$ cat config.mk
export PLATFORM = sky130hd
export DESIGN_NAME = running_statistics_accumulator_flat
export DESIGN_NICKNAME = d
export VERILOG_FILES = /design/src/sv/rsa_pkg.sv /design/src/sv/rsa_if.sv /design/src/sv/rsa_stats.sv /design/src/sv/rsa_alu.sv /design/src/sv/rsa_seq.sv /design/src/sv/running_statistics_accumulator.sv /design/src/flat_wrapper.sv
export SDC_FILE = /design/constraint.sdc
export NUM_CORES = 2
export LEC_CHECK = 0
export ABC_AREA = 1
export BUFFER_PORTS_ARGS = -buffer_cell sky130_fd_sc_hd__buf_2
export CAP_MARGIN = 20
export CORE_ASPECT_RATIO = 0.8
export CORE_MARGIN = 2
export CORE_UTILIZATION = 60
export DETAILED_ROUTE_END_ITERATION = 16
export MAX_ROUTING_LAYER = met4
export PLACE_DENSITY = 0.78
export SETUP_SLACK_MARGIN = 0.1
export SYNTH_ARGS = -nofsm -noshare
export SYNTH_HDL_FRONTEND = slang
export SYNTH_SLANG_ARGS = --single-unit
$ cat constraint.sdc
create_clock -name clk -period 18.6 [get_ports clk]
set_input_delay 2.79 -clock clk [delete_from_list [all_inputs] [get_ports clk]]
set_output_delay 2.79 -clock clk [all_outputs]
set_load 0.01 [all_outputs]
$ cat src/sv/rsa_pkg.sv
// rsa_pkg: shared sizes, codes and payload types of the running statistics accumulator
// no dependencies; every other file of the block imports this package

package rsa_pkg;

    localparam int SAMPLE_BITS = 16;
    localparam int COUNT_BITS  = 24;
    localparam int TOTAL_BITS  = SAMPLE_BITS + COUNT_BITS;
    localparam int SQ_BITS     = 2 * SAMPLE_BITS + COUNT_BITS - 1;
    localparam int VAR_BITS    = 2 * SAMPLE_BITS - 1;
    localparam int PROD_BITS   = 2 * TOTAL_BITS;
    localparam int DVS_BITS    = 2 * COUNT_BITS;
    localparam int STEP_MAX    = (TOTAL_BITS > VAR_BITS) ? TOTAL_BITS : VAR_BITS;
    localparam int STEP_BITS   = $clog2(STEP_MAX + 1);

    localparam logic [STEP_BITS-1:0] STEPS_SAMPLE = STEP_BITS'(SAMPLE_BITS);
    localparam logic [STEP_BITS-1:0] STEPS_COUNT  = STEP_BITS'(COUNT_BITS);
    localparam logic [STEP_BITS-1:0] STEPS_TOTAL  = STEP_BITS'(TOTAL_BITS);
    localparam logic [STEP_BITS-1:0] STEPS_VAR    = STEP_BITS'(VAR_BITS);

    // empty-accumulator values of min and max
    localparam logic signed [SAMPLE_BITS-1:0] SMP_MAX = {1'b0, {(SAMPLE_BITS-1){1'b1}}};
    localparam logic signed [SAMPLE_BITS-1:0] SMP_MIN = {1'b1, {(SAMPLE_BITS-1){1'b0}}};

    // action field codes
    localparam logic ACT_ADD   = 1'b0;
    localparam logic ACT_CLEAR = 1'b1;

    typedef enum logic [0:0] {
        ALU_MUL = 1'b0,
        ALU_DIV = 1'b1
    } alu_op_t;

    typedef struct packed {
        logic                          action;
        logic signed [SAMPLE_BITS-1:0] sample;
    } rsa_in_t;

    typedef struct packed {
        logic [COUNT_BITS-1:0]         count;
        logic signed [TOTAL_BITS-1:0]  total;
        logic [SQ_BITS-1:0]            total_squares;
        logic signed [SAMPLE_BITS-1:0] smallest;
        logic signed [SAMPLE_BITS-1:0] largest;
        logic                          all_equal;
        logic signed [SAMPLE_BITS-1:0] average;
        logic [VAR_BITS-1:0]           pop_variance;
        logic [VAR_BITS-1:0]           unbiased_variance;
        logic                          full_res;
    } rsa_out_t;

    // accumulated statistics as seen by the sequencer
    typedef struct packed {
        logic [COUNT_BITS-1:0]         count;
        logic signed [TOTAL_BITS-1:0]  total;
        logic [SQ_BITS-1:0]            total_squares;
        logic signed [SAMPLE_BITS-1:0] smallest;
        logic signed [SAMPLE_BITS-1:0] largest;
        logic                          all_equal;
        logic [TOTAL_BITS-1:0]         magnitude;
        logic                          full;
    } rsa_stats_t;

    // command to the shared shift-add / restoring-divide unit
    typedef struct packed {
        logic                  start;
        alu_op_t               op;
        logic                  sub;
        logic [PROD_BITS-1:0]  mcand;
        logic [TOTAL_BITS-1:0] mplier;
        logic [PROD_BITS-1:0]  init;
        logic [DVS_BITS-1:0]   div_hi;
        logic [VAR_BITS-1:0]   div_lo;
        logic [DVS_BITS-1:0]   divisor;
        logic [STEP_BITS-1:0]  steps;
    } alu_req_t;

    typedef struct packed {
        logic                 done;
        logic [PROD_BITS-1:0] product;
        logic [VAR_BITS-1:0]  quotient;
    } alu_rsp_t;

endpackage

$ cat src/sv/rsa_if.sv
// rsa_item_if, rsa_result_if: valid/ready stream channels of the accumulator
// depends on rsa_pkg for the payload types

interface rsa_item_if;
    import rsa_pkg::*;

    logic    valid;
    logic    ready;
    rsa_in_t data;

    modport source (output valid, output data, input ready);
    modport sink   (input valid, input data, output ready);
endinterface

interface rsa_result_if;
    import rsa_pkg::*;

    logic     valid;
    logic     ready;
    rsa_out_t data;

    modport source (output valid, output data, input ready);
    modport sink   (input valid, input data, output ready);
endinterface

$ cat src/sv/rsa_stats.sv
// rsa_stats: count, sum, sum of squares, min, max and all-equal registers
// depends on rsa_pkg

module rsa_stats (
    input  logic                clk,
    input  logic                rst_n,
    input  logic                upd,
    input  rsa_pkg::rsa_in_t    item_data,
    output rsa_pkg::rsa_stats_t st
);
    import rsa_pkg::*;

    logic [COUNT_BITS-1:0]         count_reg;
    logic signed [TOTAL_BITS-1:0]  total_reg;
    logic [SQ_BITS-1:0]            sumsq_reg;
    logic signed [SAMPLE_BITS-1:0] min_reg;
    logic signed [SAMPLE_BITS-1:0] max_reg;
    logic                          eq_reg;
    logic signed [SAMPLE_BITS-1:0] prev_reg;
    logic [VAR_BITS-1:0]           sq_reg;
    logic                          sq_pend_reg;

    logic                          full;
    logic                          clr;
    logic                          take;
    logic signed [SAMPLE_BITS-1:0] s;
    logic signed [2*SAMPLE_BITS-1:0] square;
    logic [TOTAL_BITS-1:0]         total_u;
    logic                          eq_next;

    assign s      = item_data.sample;
    assign full   = &count_reg;
    assign clr    = upd && (item_data.action == ACT_CLEAR);
    assign take   = upd && (item_data.action == ACT_ADD) && !full;
    assign square = s * s;
    assign eq_next = (count_reg == '0) ? 1'b1 : (eq_reg && (prev_reg == s));
    assign total_u = total_reg;

    // statistics registers; the square is registered and added in the cycle after the sample
    always_ff @(posedge clk or negedge rst_n)
    begin
        if (!rst_n)
        begin
            count_reg   <= '0;
            total_reg   <= '0;
            sumsq_reg   <= '0;
            min_reg     <= SMP_MAX;
            max_reg     <= SMP_MIN;
            eq_reg      <= 1'b1;
            prev_reg    <= '0;
            sq_pend_reg <= 1'b0;
        end
        else if (clr)
        begin
            count_reg   <= '0;
            total_reg   <= '0;
            sumsq_reg   <= '0;
            min_reg     <= SMP_MAX;
            max_reg     <= SMP_MIN;
            eq_reg      <= 1'b1;
            prev_reg    <= '0;
            sq_pend_reg <= 1'b0;
        end
        else
        begin
            sq_pend_reg <= take;
            if (sq_pend_reg)
            begin
                sumsq_reg <= sumsq_reg + SQ_BITS'(sq_reg);
            end
            if (take)
            begin
                count_reg <= count_reg + COUNT_BITS'(1);
                total_reg <= total_reg + {{(TOTAL_BITS-SAMPLE_BITS){s[SAMPLE_BITS-1]}}, s};
                if (s < min_reg)
                begin
                    min_reg <= s;
                end
                if (s > max_reg)
                begin
                    max_reg <= s;
                end
                eq_reg   <= eq_next;
                prev_reg <= s;
            end
        end
    end

    always_ff @(posedge clk)
    begin
        if (take)
        begin
            sq_reg <= square[VAR_BITS-1:0];
        end
    end

    always_comb
    begin
        st.count         = count_reg;
        st.total         = total_reg;
        st.total_squares = sumsq_reg;
        st.smallest      = min_reg;
        st.largest       = max_reg;
        st.all_equal     = eq_reg;
        st.magnitude     = total_reg[TOTAL_BITS-1] ? (~total_u + TOTAL_BITS'(1)) : total_u;
        st.full          = full;
    end

endmodule

$ cat src/sv/rsa_alu.sv
// rsa_alu: shared one-bit-per-cycle unit, shift-add multiply and restoring divide
// depends on rsa_pkg; one adder serves both operations

module rsa_alu (
    input  logic              clk,
    input  logic              rst_n,
    input  rsa_pkg::alu_req_t req,
    output rsa_pkg::alu_rsp_t rsp
);
    import rsa_pkg::*;

    typedef enum logic [3:0] {
        A_IDLE = 4'b0001,
        A_MUL  = 4'b0010,
        A_CHK  = 4'b0100,
        A_DIV  = 4'b1000
    } alu_state_t;

    alu_state_t            state_reg;
    logic                  done_reg;
    logic [STEP_BITS-1:0]  cnt_reg;
    logic [PROD_BITS-1:0]  acc_reg;
    logic [PROD_BITS-1:0]  mcand_reg;
    logic [TOTAL_BITS-1:0] mplier_reg;
    logic                  sub_reg;
    logic [DVS_BITS-1:0]   rem_reg;
    logic [VAR_BITS-1:0]   lo_reg;
    logic [DVS_BITS-1:0]   dvs_reg;
    logic [VAR_BITS-1:0]   quo_reg;

    logic [PROD_BITS-1:0]  add_x;
    logic [PROD_BITS-1:0]  add_y;
    logic                  add_sub;
    logic [PROD_BITS:0]    add_sum;
    logic [DVS_BITS:0]     rem_sh;
    logic                  geq;
    logic                  last;

    assign rem_sh  = {rem_reg, lo_reg[VAR_BITS-1]};
    assign add_sum = {1'b0, add_x} + {1'b0, (add_sub ? ~add_y : add_y)}
                   + {{PROD_BITS{1'b0}}, add_sub};
    assign geq     = add_sum[PROD_BITS];
    assign last    = (cnt_reg == STEP_BITS'(1));

    // operand select of the shared adder
    always_comb
    begin
        add_x   = acc_reg;
        add_y   = mcand_reg;
        add_sub = sub_reg;
        unique case (state_reg)
            A_CHK:
            begin
                add_x   = PROD_BITS'(rem_reg);
                add_y   = PROD_BITS'(dvs_reg);
                add_sub = 1'b1;
            end
            A_DIV:
            begin
                add_x   = PROD_BITS'(rem_sh);
                add_y   = PROD_BITS'(dvs_reg);
                add_sub = 1'b1;
            end
            default:
            begin
                add_sub = sub_reg;
            end
        endcase
    end

    always_ff @(posedge clk or negedge rst_n)
    begin
        if (!rst_n)
        begin
            state_reg <= A_IDLE;
            done_reg  <= 1'b0;
        end
        else
        begin
            done_reg <= 1'b0;
            unique case (state_reg)
                A_IDLE:
                begin
                    if (req.start)
                    begin
                        state_reg <= (req.op == ALU_MUL) ? A_MUL : A_CHK;
                    end
                end
                A_MUL:
                begin
                    if (last)
                    begin
                        state_reg <= A_IDLE;
                        done_reg  <= 1'b1;
                    end
                end
                A_CHK:
                begin
                    // high part not below the divisor: quotient does not fit, saturate
                    if (geq)
                    begin
                        state_reg <= A_IDLE;
                        done_reg  <= 1'b1;
                    end
                    else
                    begin
                        state_reg <= A_DIV;
                    end
                end
                A_DIV:
                begin
                    if (last)
                    begin
                        state_reg <= A_IDLE;
                        done_reg  <= 1'b1;
                    end
                end
                default:
                begin
                    state_reg <= A_IDLE;
                end
            endcase
        end
    end

    always_ff @(posedge clk)
    begin
        unique case (state_reg)
            A_IDLE:
            begin
                if (req.start)
                begin
                    cnt_reg    <= req.steps;
                    acc_reg    <= req.init;
                    mcand_reg  <= req.mcand;
                    mplier_reg <= req.mplier;
                    sub_reg    <= req.sub;
                    rem_reg    <= req.div_hi;
                    lo_reg     <= req.div_lo;
                    dvs_reg    <= req.divisor;
                    quo_reg    <= '0;
                end
            end
            A_MUL:
            begin
                if (mplier_reg[0])
                begin
                    acc_reg <= add_sum[PROD_BITS-1:0];
                end
                mcand_reg  <= mcand_reg << 1;
                mplier_reg <= mplier_reg >> 1;
                cnt_reg    <= cnt_reg - STEP_BITS'(1);
            end
            A_CHK:
            begin
                if (geq)
                begin
                    quo_reg <= '1;
                end
            end
            A_DIV:
            begin
                if (geq)
                begin
                    rem_reg <= add_sum[DVS_BITS-1:0];
                end
                else
                begin
                    rem_reg <= rem_sh[DVS_BITS-1:0];
                end
                lo_reg  <= lo_reg << 1;
                quo_reg <= {quo_reg[VAR_BITS-2:0], geq};
                cnt_reg <= cnt_reg - STEP_BITS'(1);
            end
            default:
            begin
                cnt_reg <= cnt_reg;
            end
        endcase
    end

    always_comb
    begin
        rsp.done     = done_reg;
        rsp.product  = acc_reg;
        rsp.quotient = quo_reg;
    end

endmodule

$ cat src/sv/rsa_seq.sv
// rsa_seq: sequencer that runs the mean and variance steps on the shared unit
// depends on rsa_pkg; drives rsa_alu and holds the result register

module rsa_seq (
    input  logic                clk,
    input  logic                rst_n,
    input  logic                item_valid,
    input  logic                item_action,
    output logic                item_ready,
    input  rsa_pkg::rsa_stats_t st,
    output rsa_pkg::alu_req_t   req,
    input  rsa_pkg::alu_rsp_t   rsp,
    input  logic                result_ready,
    output logic                result_valid,
    output rsa_pkg::rsa_out_t   result_data
);
    import rsa_pkg::*;

    typedef enum logic [8:0] {
        S_IDLE = 9'b000000001,
        S_AVG  = 9'b000000010,
        S_MNS  = 9'b000000100,
        S_MMM  = 9'b000001000,
        S_MNN  = 9'b000010000,
        S_POP  = 9'b000100000,
        S_MNM  = 9'b001000000,
        S_UNB  = 9'b010000000,
        S_DONE = 9'b100000000
    } seq_state_t;

    seq_state_t                    state_reg;
    logic                          issued_reg;
    logic                          full_reg;
    logic                          out_valid_reg;
    logic signed [SAMPLE_BITS-1:0] avg_reg;
    logic [VAR_BITS-1:0]           pop_reg;
    logic [VAR_BITS-1:0]           unb_reg;
    logic [PROD_BITS-1:0]          prod_reg;
    logic [DVS_BITS-1:0]           dvs_reg;
    rsa_out_t                      out_reg;

    logic                   accept;
    logic                   empty;
    logic                   single;
    logic                   op_state;
    logic                   load;
    logic [SAMPLE_BITS-1:0] q_s;

    assign item_ready = (state_reg == S_IDLE);
    assign accept     = item_valid && item_ready;
    assign empty      = (st.count == '0);
    assign single     = (st.count == COUNT_BITS'(1));
    assign op_state   = (state_reg != S_IDLE) && (state_reg != S_DONE);
    assign load       = (state_reg == S_DONE) && (!out_valid_reg || result_ready);
    assign q_s        = rsp.quotient[SAMPLE_BITS-1:0];

    // operands for the step of the current state
    always_comb
    begin
        req       = '0;
        req.op    = ALU_MUL;
        req.start = op_state && !issued_reg && !((state_reg == S_AVG) && empty);
        unique case (state_reg)
            S_AVG:
            begin
                req.op      = ALU_DIV;
                req.div_hi  = DVS_BITS'(st.magnitude[TOTAL_BITS-1:SAMPLE_BITS]);
                req.div_lo  = {st.magnitude[SAMPLE_BITS-1:0],
                               {(VAR_BITS-SAMPLE_BITS){1'b0}}};
                req.divisor = DVS_BITS'(st.count);
                req.steps   = STEPS_SAMPLE;
            end
            S_MNS:
            begin
                req.mcand  = PROD_BITS'(st.total_squares);
                req.mplier = TOTAL_BITS'(st.count);
                req.steps  = STEPS_COUNT;
            end
            S_MMM:
            begin
                // n*sumsq minus sum squared, accumulated in place
                req.mcand  = PROD_BITS'(st.magnitude);
                req.mplier = st.magnitude;
                req.init   = prod_reg;
                req.sub    = 1'b1;
                req.steps  = STEPS_TOTAL;
            end
            S_MNN:
            begin
                req.mcand  = PROD_BITS'(st.count);
                req.mplier = TOTAL_BITS'(st.count);
                req.steps  = STEPS_COUNT;
            end
            S_POP, S_UNB:
            begin
                req.op      = ALU_DIV;
                req.div_hi  = prod_reg[VAR_BITS +: DVS_BITS];
                req.div_lo  = prod_reg[VAR_BITS-1:0];
                req.divisor = dvs_reg;
                req.steps   = STEPS_VAR;
            end
            S_MNM:
            begin
                req.mcand  = PROD_BITS'(st.count);
                req.mplier = TOTAL_BITS'(st.count - COUNT_BITS'(1));
                req.steps  = STEPS_COUNT;
            end
            S_IDLE, S_DONE:
            begin
                req.steps = '0;
            end
            default:
            begin
                req.steps = '0;
            end
        endcase
    end

    always_ff @(posedge clk or negedge rst_n)
    begin
        if (!rst_n)
        begin
            state_reg     <= S_IDLE;
            issued_reg    <= 1'b0;
            full_reg      <= 1'b0;
            out_valid_reg <= 1'b0;
        end
        else
        begin
            if (req.start)
            begin
                issued_reg <= 1'b1;
            end
            if (op_state && rsp.done)
            begin
                issued_reg <= 1'b0;
            end

            if (load)
            begin
                out_valid_reg <= 1'b1;
            end
            else if (result_ready)
            begin
                out_valid_reg <= 1'b0;
            end

            unique case (state_reg)
                S_IDLE:
                begin
                    if (accept)
                    begin
                        full_reg  <= (item_action == ACT_ADD) && st.full;
                        state_reg <= S_AVG;
                    end
                end
                S_AVG:
                begin
                    if (empty)
                    begin
                        state_reg <= S_DONE;
                    end
                    else if (rsp.done)
                    begin
                        state_reg <= S_MNS;
                    end
                end
                S_MNS:
                begin
                    if (rsp.done)
                    begin
                        state_reg <= S_MMM;
                    end
                end
                S_MMM:
                begin
                    if (rsp.done)
                    begin
                        state_reg <= S_MNN;
                    end
                end
                S_MNN:
                begin
                    if (rsp.done)
                    begin
                        state_reg <= S_POP;
                    end
                end
                S_POP:
                begin
                    if (rsp.done)
                    begin
                        state_reg <= single ? S_DONE : S_MNM;
                    end
                end
                S_MNM:
                begin
                    if (rsp.done)
                    begin
                        state_reg <= S_UNB;
                    end
                end
                S_UNB:
                begin
                    if (rsp.done)
                    begin
                        state_reg <= S_DONE;
                    end
                end
                S_DONE:
                begin
                    if (load)
                    begin
                        state_reg <= S_IDLE;
                    end
                end
                default:
                begin
                    state_reg <= S_IDLE;
                end
            endcase
        end
    end

    // step results and the output register
    always_ff @(posedge clk)
    begin
        if (accept)
        begin
            avg_reg <= '0;
            pop_reg <= '0;
            unb_reg <= '0;
        end
        if (rsp.done)
        begin
            unique case (state_reg)
                S_AVG:
                begin
                    avg_reg <= st.total[TOTAL_BITS-1] ? (~q_s + SAMPLE_BITS'(1)) : q_s;
                end
                S_MNS, S_MMM:
                begin
                    prod_reg <= rsp.product;
                end
                S_MNN, S_MNM:
                begin
                    dvs_reg <= rsp.product[DVS_BITS-1:0];
                end
                S_POP:
                begin
                    pop_reg <= rsp.quotient;
                end
                S_UNB:
                begin
                    unb_reg <= rsp.quotient;
                end
                default:
                begin
                    prod_reg <= prod_reg;
                end
            endcase
        end
        if (load)
        begin
            out_reg.count             <= st.count;
            out_reg.total             <= st.total;
            out_reg.total_squares     <= st.total_squares;
            out_reg.smallest          <= st.smallest;
            out_reg.largest           <= st.largest;
            out_reg.all_equal         <= st.all_equal;
            out_reg.average           <= avg_reg;
            out_reg.pop_variance      <= pop_reg;
            out_reg.unbiased_variance <= unb_reg;
            out_reg.full_res          <= full_reg;
        end
    end

    assign result_valid = out_valid_reg;
    assign result_data  = out_reg;

endmodule

$ cat src/sv/running_statistics_accumulator.sv
// running_statistics_accumulator: top level of the running mean / variance / min / max block
// depends on rsa_pkg, rsa_if, rsa_stats, rsa_alu and rsa_seq

// Each beat on item either adds a signed sample (action 0) or clears all statistics
// (action 1, sample ignored); every beat produces exactly one beat on result carrying
// count, exact sum, exact sum of squares, min, max, the all-equal flag, the mean
// truncated toward zero, the population variance floor((n*sumsq - sum^2)/n^2) and the
// unbiased variance floor((n*sumsq - sum^2)/(n*(n-1))). Mean and variances read 0 when
// they are undefined (no samples, or one sample for the unbiased variance). A sample
// that arrives with the count already at its maximum changes nothing and sets full_res.
// Samples are accumulated in registers; the mean and variances are then worked out on
// a single shared shift-add / restoring-divide unit that retires one bit per cycle,
// and that unit sets the rate. An item that leaves a single sample in the accumulator
// skips the unbiased-variance steps, and a clear skips all of the mean and variance
// steps. item.ready is high only while the sequencer is idle. The result sits in an
// output register, so the next item is taken while an earlier result waits on
// result.ready. No clearing pass is needed after reset.

module running_statistics_accumulator (
    input  logic         clk,
    input  logic         rst_n,
    rsa_item_if.sink     item,
    rsa_result_if.source result
);
    import rsa_pkg::*;

    rsa_stats_t st;
    alu_req_t   req;
    alu_rsp_t   rsp;
    logic       ready;
    logic       accept;

    // state update happens on the same edge that takes the beat
    assign accept     = item.valid && ready;
    assign item.ready = ready;

    // count, sums, min, max and the all-equal flag
    rsa_stats u_stats (
        .clk       (clk),
        .rst_n     (rst_n),
        .upd       (accept),
        .item_data (item.data),
        .st        (st)
    );

    // shared bit-serial multiply / divide unit
    rsa_alu u_alu (
        .clk   (clk),
        .rst_n (rst_n),
        .req   (req),
        .rsp   (rsp)
    );

    // mean, n*sumsq - sum^2, n^2 and the population divide, then n*(n-1) and the unbiased divide
    rsa_seq u_seq (
        .clk          (clk),
        .rst_n        (rst_n),
        .item_valid   (item.valid),
        .item_action  (item.data.action),
        .item_ready   (ready),
        .st           (st),
        .req          (req),
        .rsp          (rsp),
        .result_ready (result.ready),
        .result_valid (result.valid),
        .result_data  (result.data)
    );

endmodule

$ cat src/flat_wrapper.sv
// flat-port wrapper written by rule: the top's interface ports become plain ports
module running_statistics_accumulator_flat import rsa_pkg::*;
  (clk, rst_n, item_valid, item_data, item_ready, result_valid, result_data, result_ready);
  rsa_item_if item_i ();
  rsa_result_if result_i ();
  input  logic clk;
  input  logic rst_n;
  input wire logic [$bits(item_i.valid)-1:0] item_valid;
  input wire logic [$bits(item_i.data)-1:0] item_data;
  output wire logic [$bits(item_i.ready)-1:0] item_ready;
  output wire logic [$bits(result_i.valid)-1:0] result_valid;
  output wire logic [$bits(result_i.data)-1:0] result_data;
  input wire logic [$bits(result_i.ready)-1:0] result_ready;
  assign item_i.valid = item_valid;
  assign item_i.data = item_data;
  assign item_ready = item_i.ready;
  assign result_valid = result_i.valid;
  assign result_data = result_i.data;
  assign result_i.ready = result_ready;
  running_statistics_accumulator u_core (.clk(clk), .rst_n(rst_n), .item(item_i), .result(result_i));
endmodule
==> flow_summary.ini <==
[outcome]
outcome = finished clean

[logic_synthesis]
asyncSetResetFlopFracSynth_pct = 18.3
cell_area_after_synthesis_sq_mm = 0.0641
synth_area_per_cell_sq_um = 8.70
post_synth_num_cell_types = 68
synth_top_area_share_pct = 35.3
synth_flop_cell = sky130_fd_sc_hd__edfxtp_1
netlist_instances = 7361
seq_total_area_yosys_pct = 45.1
synth-seq-cells = 1018
synth.largest_area_cell = sky130_fd_sc_hd__edfxtp_1
yosys-top-cells-area = sky130_fd_sc_hd__edfxtp_1 35%, sky130_fd_sc_hd__nand2_1 8.5%, sky130_fd_sc_hd__fa_1 7.3%, sky130_fd_sc_hd__inv_1 7.0%, sky130_fd_sc_hd__dfrtp_1 6.5%
post_synth_edffs = 754
yosys_warnings = 0
synthesized_nets = 7890

[timing]
hold_viol = 0
post-route-period-util_pct = 46.9
drv_slew = 0
setup_repair_after_global_routing_missed_its_margin = false
setup_total_negative_slack_ps = 0
setup_viol = 0
period_minus_slack_ps = 8720
maxClockFrequency_ghz = 0.115
fin_ws_ps = 9880
relSlewSlack_pct = 19.5
fin_worst_skew_ps = 84.4
slew_of_the_pin_with_the_lowest_slew_margin_ps = 1200

[worst_setup_path]
crit_required_ps = 19050
crit_slowest_cell = sky130_fd_sc_hd__fa_1
reg2reg_from = u_core.u_alu.state_reg[1]
critical_path_peak_fanout = 51
crit_path_start_kind = input port
cp-end-kind = register
critical_path_arrival_ps = 9180
critical_path.most_common_cell = sky130_fd_sc_hd__fa_1
critical_path_max_stage_delay_ps = 560
crit_type = in -> reg
timing.critical_path.cells = buf_2, buf_4, nand2_1, inv_1, fa_1, inv_1, fa_1, inv_1, fa_1, fa_1, fa_1, inv_1, fa_1, inv_1, ha_1, nand2_1, nor4_1, nand3_1, nand3_1, a31oi_1, xor2_1
setup.worst_path.start = item_data[15]

[floorplanning]
floorplan.initialDensity_pct = 60.3
num_rows = 107
die_y_um = 296
floorplan.io_pins = 254
dieArea_sq_mm = 0.109
core_region_area_sq_mm = 0.106
die_x_um = 369

[clock_tree]
cts-resized-gates = 0
cts_inserted_buffers = 102
clk_path_buf_depth = 3
clock_h_tree_levels = 3
cts_stage_hold_buffer_count = 0
clock_latency_ps = 790
clock-root-buffer = sky130_fd_sc_hd__clkbuf_16
post-cts-setup-buffers = 0
cts_sinks = 1018
clock_tree_from_tritoncts = done
clock_transition_time_at_the_flip_flop_clock_pins_of_the_worst_setup_and_hold_paths_ps = 60

[place]
replace_congestion = 1.09
hpwlAfterDp_mm = 161
port_buffers = 253
dp_slack_ps = 9230

[detailed_routing]
drc = 0
routed-via-count = 55176
route.antenna.remaining_nets = 0
first_pass_iters = 7
first_iter_violations = 8051
drt-wirelength-per-cell_um = 23.8
drt_wl_total_mm = 215
route.detailed.vias_per_inst = 6.11

[grt]
number_of_global_route_vias_before_repair = 52242
global_route_congestion_overflow_total = 0
grt_resource_usage_total_pct = 40.4
largest_net_degree_at_the_start_of_global_routing = 94
grt_pass1_wl_mm = 322
initial_antenna_violation_count = 7

[hold_path]
min-delay-start = u_core.u_stats.max_reg[9]
worst_hold_path_type = reg -> reg

[power_and_ir_drop]
leakage_nw = 31.1
power_per_unit_of_standard_cell_area_mw_per_mm2 = 144
fin_total_pwr_mw = 10.1
ir_drop_mv = 0.666

[cells_and_area]
nets = 8042
area.growth.synth_to_final_pct = 9.51
largest_reg_flops = 231
final_layout_size_suffix_gt1_share_pct = 7.50

[flow_run]
drv.max_cap_violation_count = 0
## worst max-delay path, delay by kind of cell
kind / cells / cell delay (ps)
fa+ha+maj: 7 / 3420
buf+inv: 7 / 1440
simple gates: 5 / 1180
xor+xnor: 1 / 170
compound gates: 1 / 160
## through the flow
stage | hold slack, ps | cell area, sq um | util (%) | std cells
after floorplan | 409 | 64100 | - | 7361
after global placement | 414 | 66600 | 62.7 | 8823
after detailed placement | 415 | 66600 | 62.7 | 8825
after CTS | 396 | 70100 | 66.0 | 9017
after global routing | 412 | 70100 | 66.1 | 9023
final | 389 | 70200 | 66.1 | 9027
## cells in the mapped netlist, drive strengths merged (91+ instances only)
library cell and n:
inv 1213, nor3 96, fa 232, o22ai 91, nand2 1470, xor2 169
edfxtp 754, ha 276, dfrtp 167, a21oi 379, o21ai 695, clkbuf 180
nor2 638, nand3 290
## kinds of logic after synthesis
kind of cell | count (synthesis) | share of synthesized area [%]
DFF | 1018 | 45.1
buffers and inverters | 1474 | 8.74
adders and majority gates | 508 | 12.6
AOI/OAI and AO/OA | 1501 | 13.4
and+or+nand+nor | 2608 | 16.7
xor gates and xnor gates | 252 | 3.45
## layout by cell type, fill, tap and decap left out, drive strengths merged, types with 52 or more instances in the layout
| cell | count |
|---|---|
| ha | 276 |
| nand2 | 1470 |
| xnor2 | 83 |
| o22ai | 91 |
| o21ai | 695 |
| clkbuf | 130 |
| fa | 232 |
| dfrtp | 167 |
| inv | 1216 |
| xor2 | 169 |
| a21oi | 379 |
| nor3 | 96 |
| o221ai | 54 |
| buf | 304 |
| nor2 | 638 |
| nand3 | 290 |
| edfxtp | 754 |
| dfxtp | 78 |
| nand4 | 52 |
## report_power, final
group          switching (mW)  internal (mW)
clock network           0.983           1.19
logic                    3.30           1.62
registers               0.206           2.81
total                    4.49           5.62
## area by class of cell
| type | instances | area [sq um] |
|---|---|---|
| clock buffers | 129 | 2850 |
| repair buffers | 305 | 1700 |
| well taps | 1417 | 1770 |
| flip-flops and latches | 1018 | 28900 |
| inverters | 1217 | 4570 |
| fillers | 8746 | 36000 |
| clock inverters | 63 | 663 |
| diodes | 9 | 22.5 |
| multi-input cells | 4869 | 29700 |
## layer usage
| layer | vias up | GRT usage [%] | share of wire, % | wire length [um] |
|---|---|---|---|---|
| met3 | 500 | 10.3 | 13 | 27900 |
| met4 | 0 | 15.7 | 4.3 | 9240 |
| met5 | - | - | 0 | 0 |
| li1 | 24738 | - | - | - |
| met1 | 26383 | 57.9 | 42 | 89500 |
| met2 | 3555 | 55.0 | 41 | 88400 |
## worst paths after layout
path                                           endpoint  slack [ps]  cells after the start
max reg2reg                    u_core.u_alu.rem_reg[21]       11460                     21
max in group asynchronous  u_core.u_stats.total_reg[39]       15150                      2
min reg2reg                u_core.u_seq.result_data[89]         390                      0
max                           u_core.u_stats.sq_reg[27]        9880                     21
min in group asynchronous    u_core.u_stats.min_reg[15]        2050                      1
min                        u_core.u_seq.result_data[89]         390                      0
Note: power is estimated with default switching activity, not from simulation.
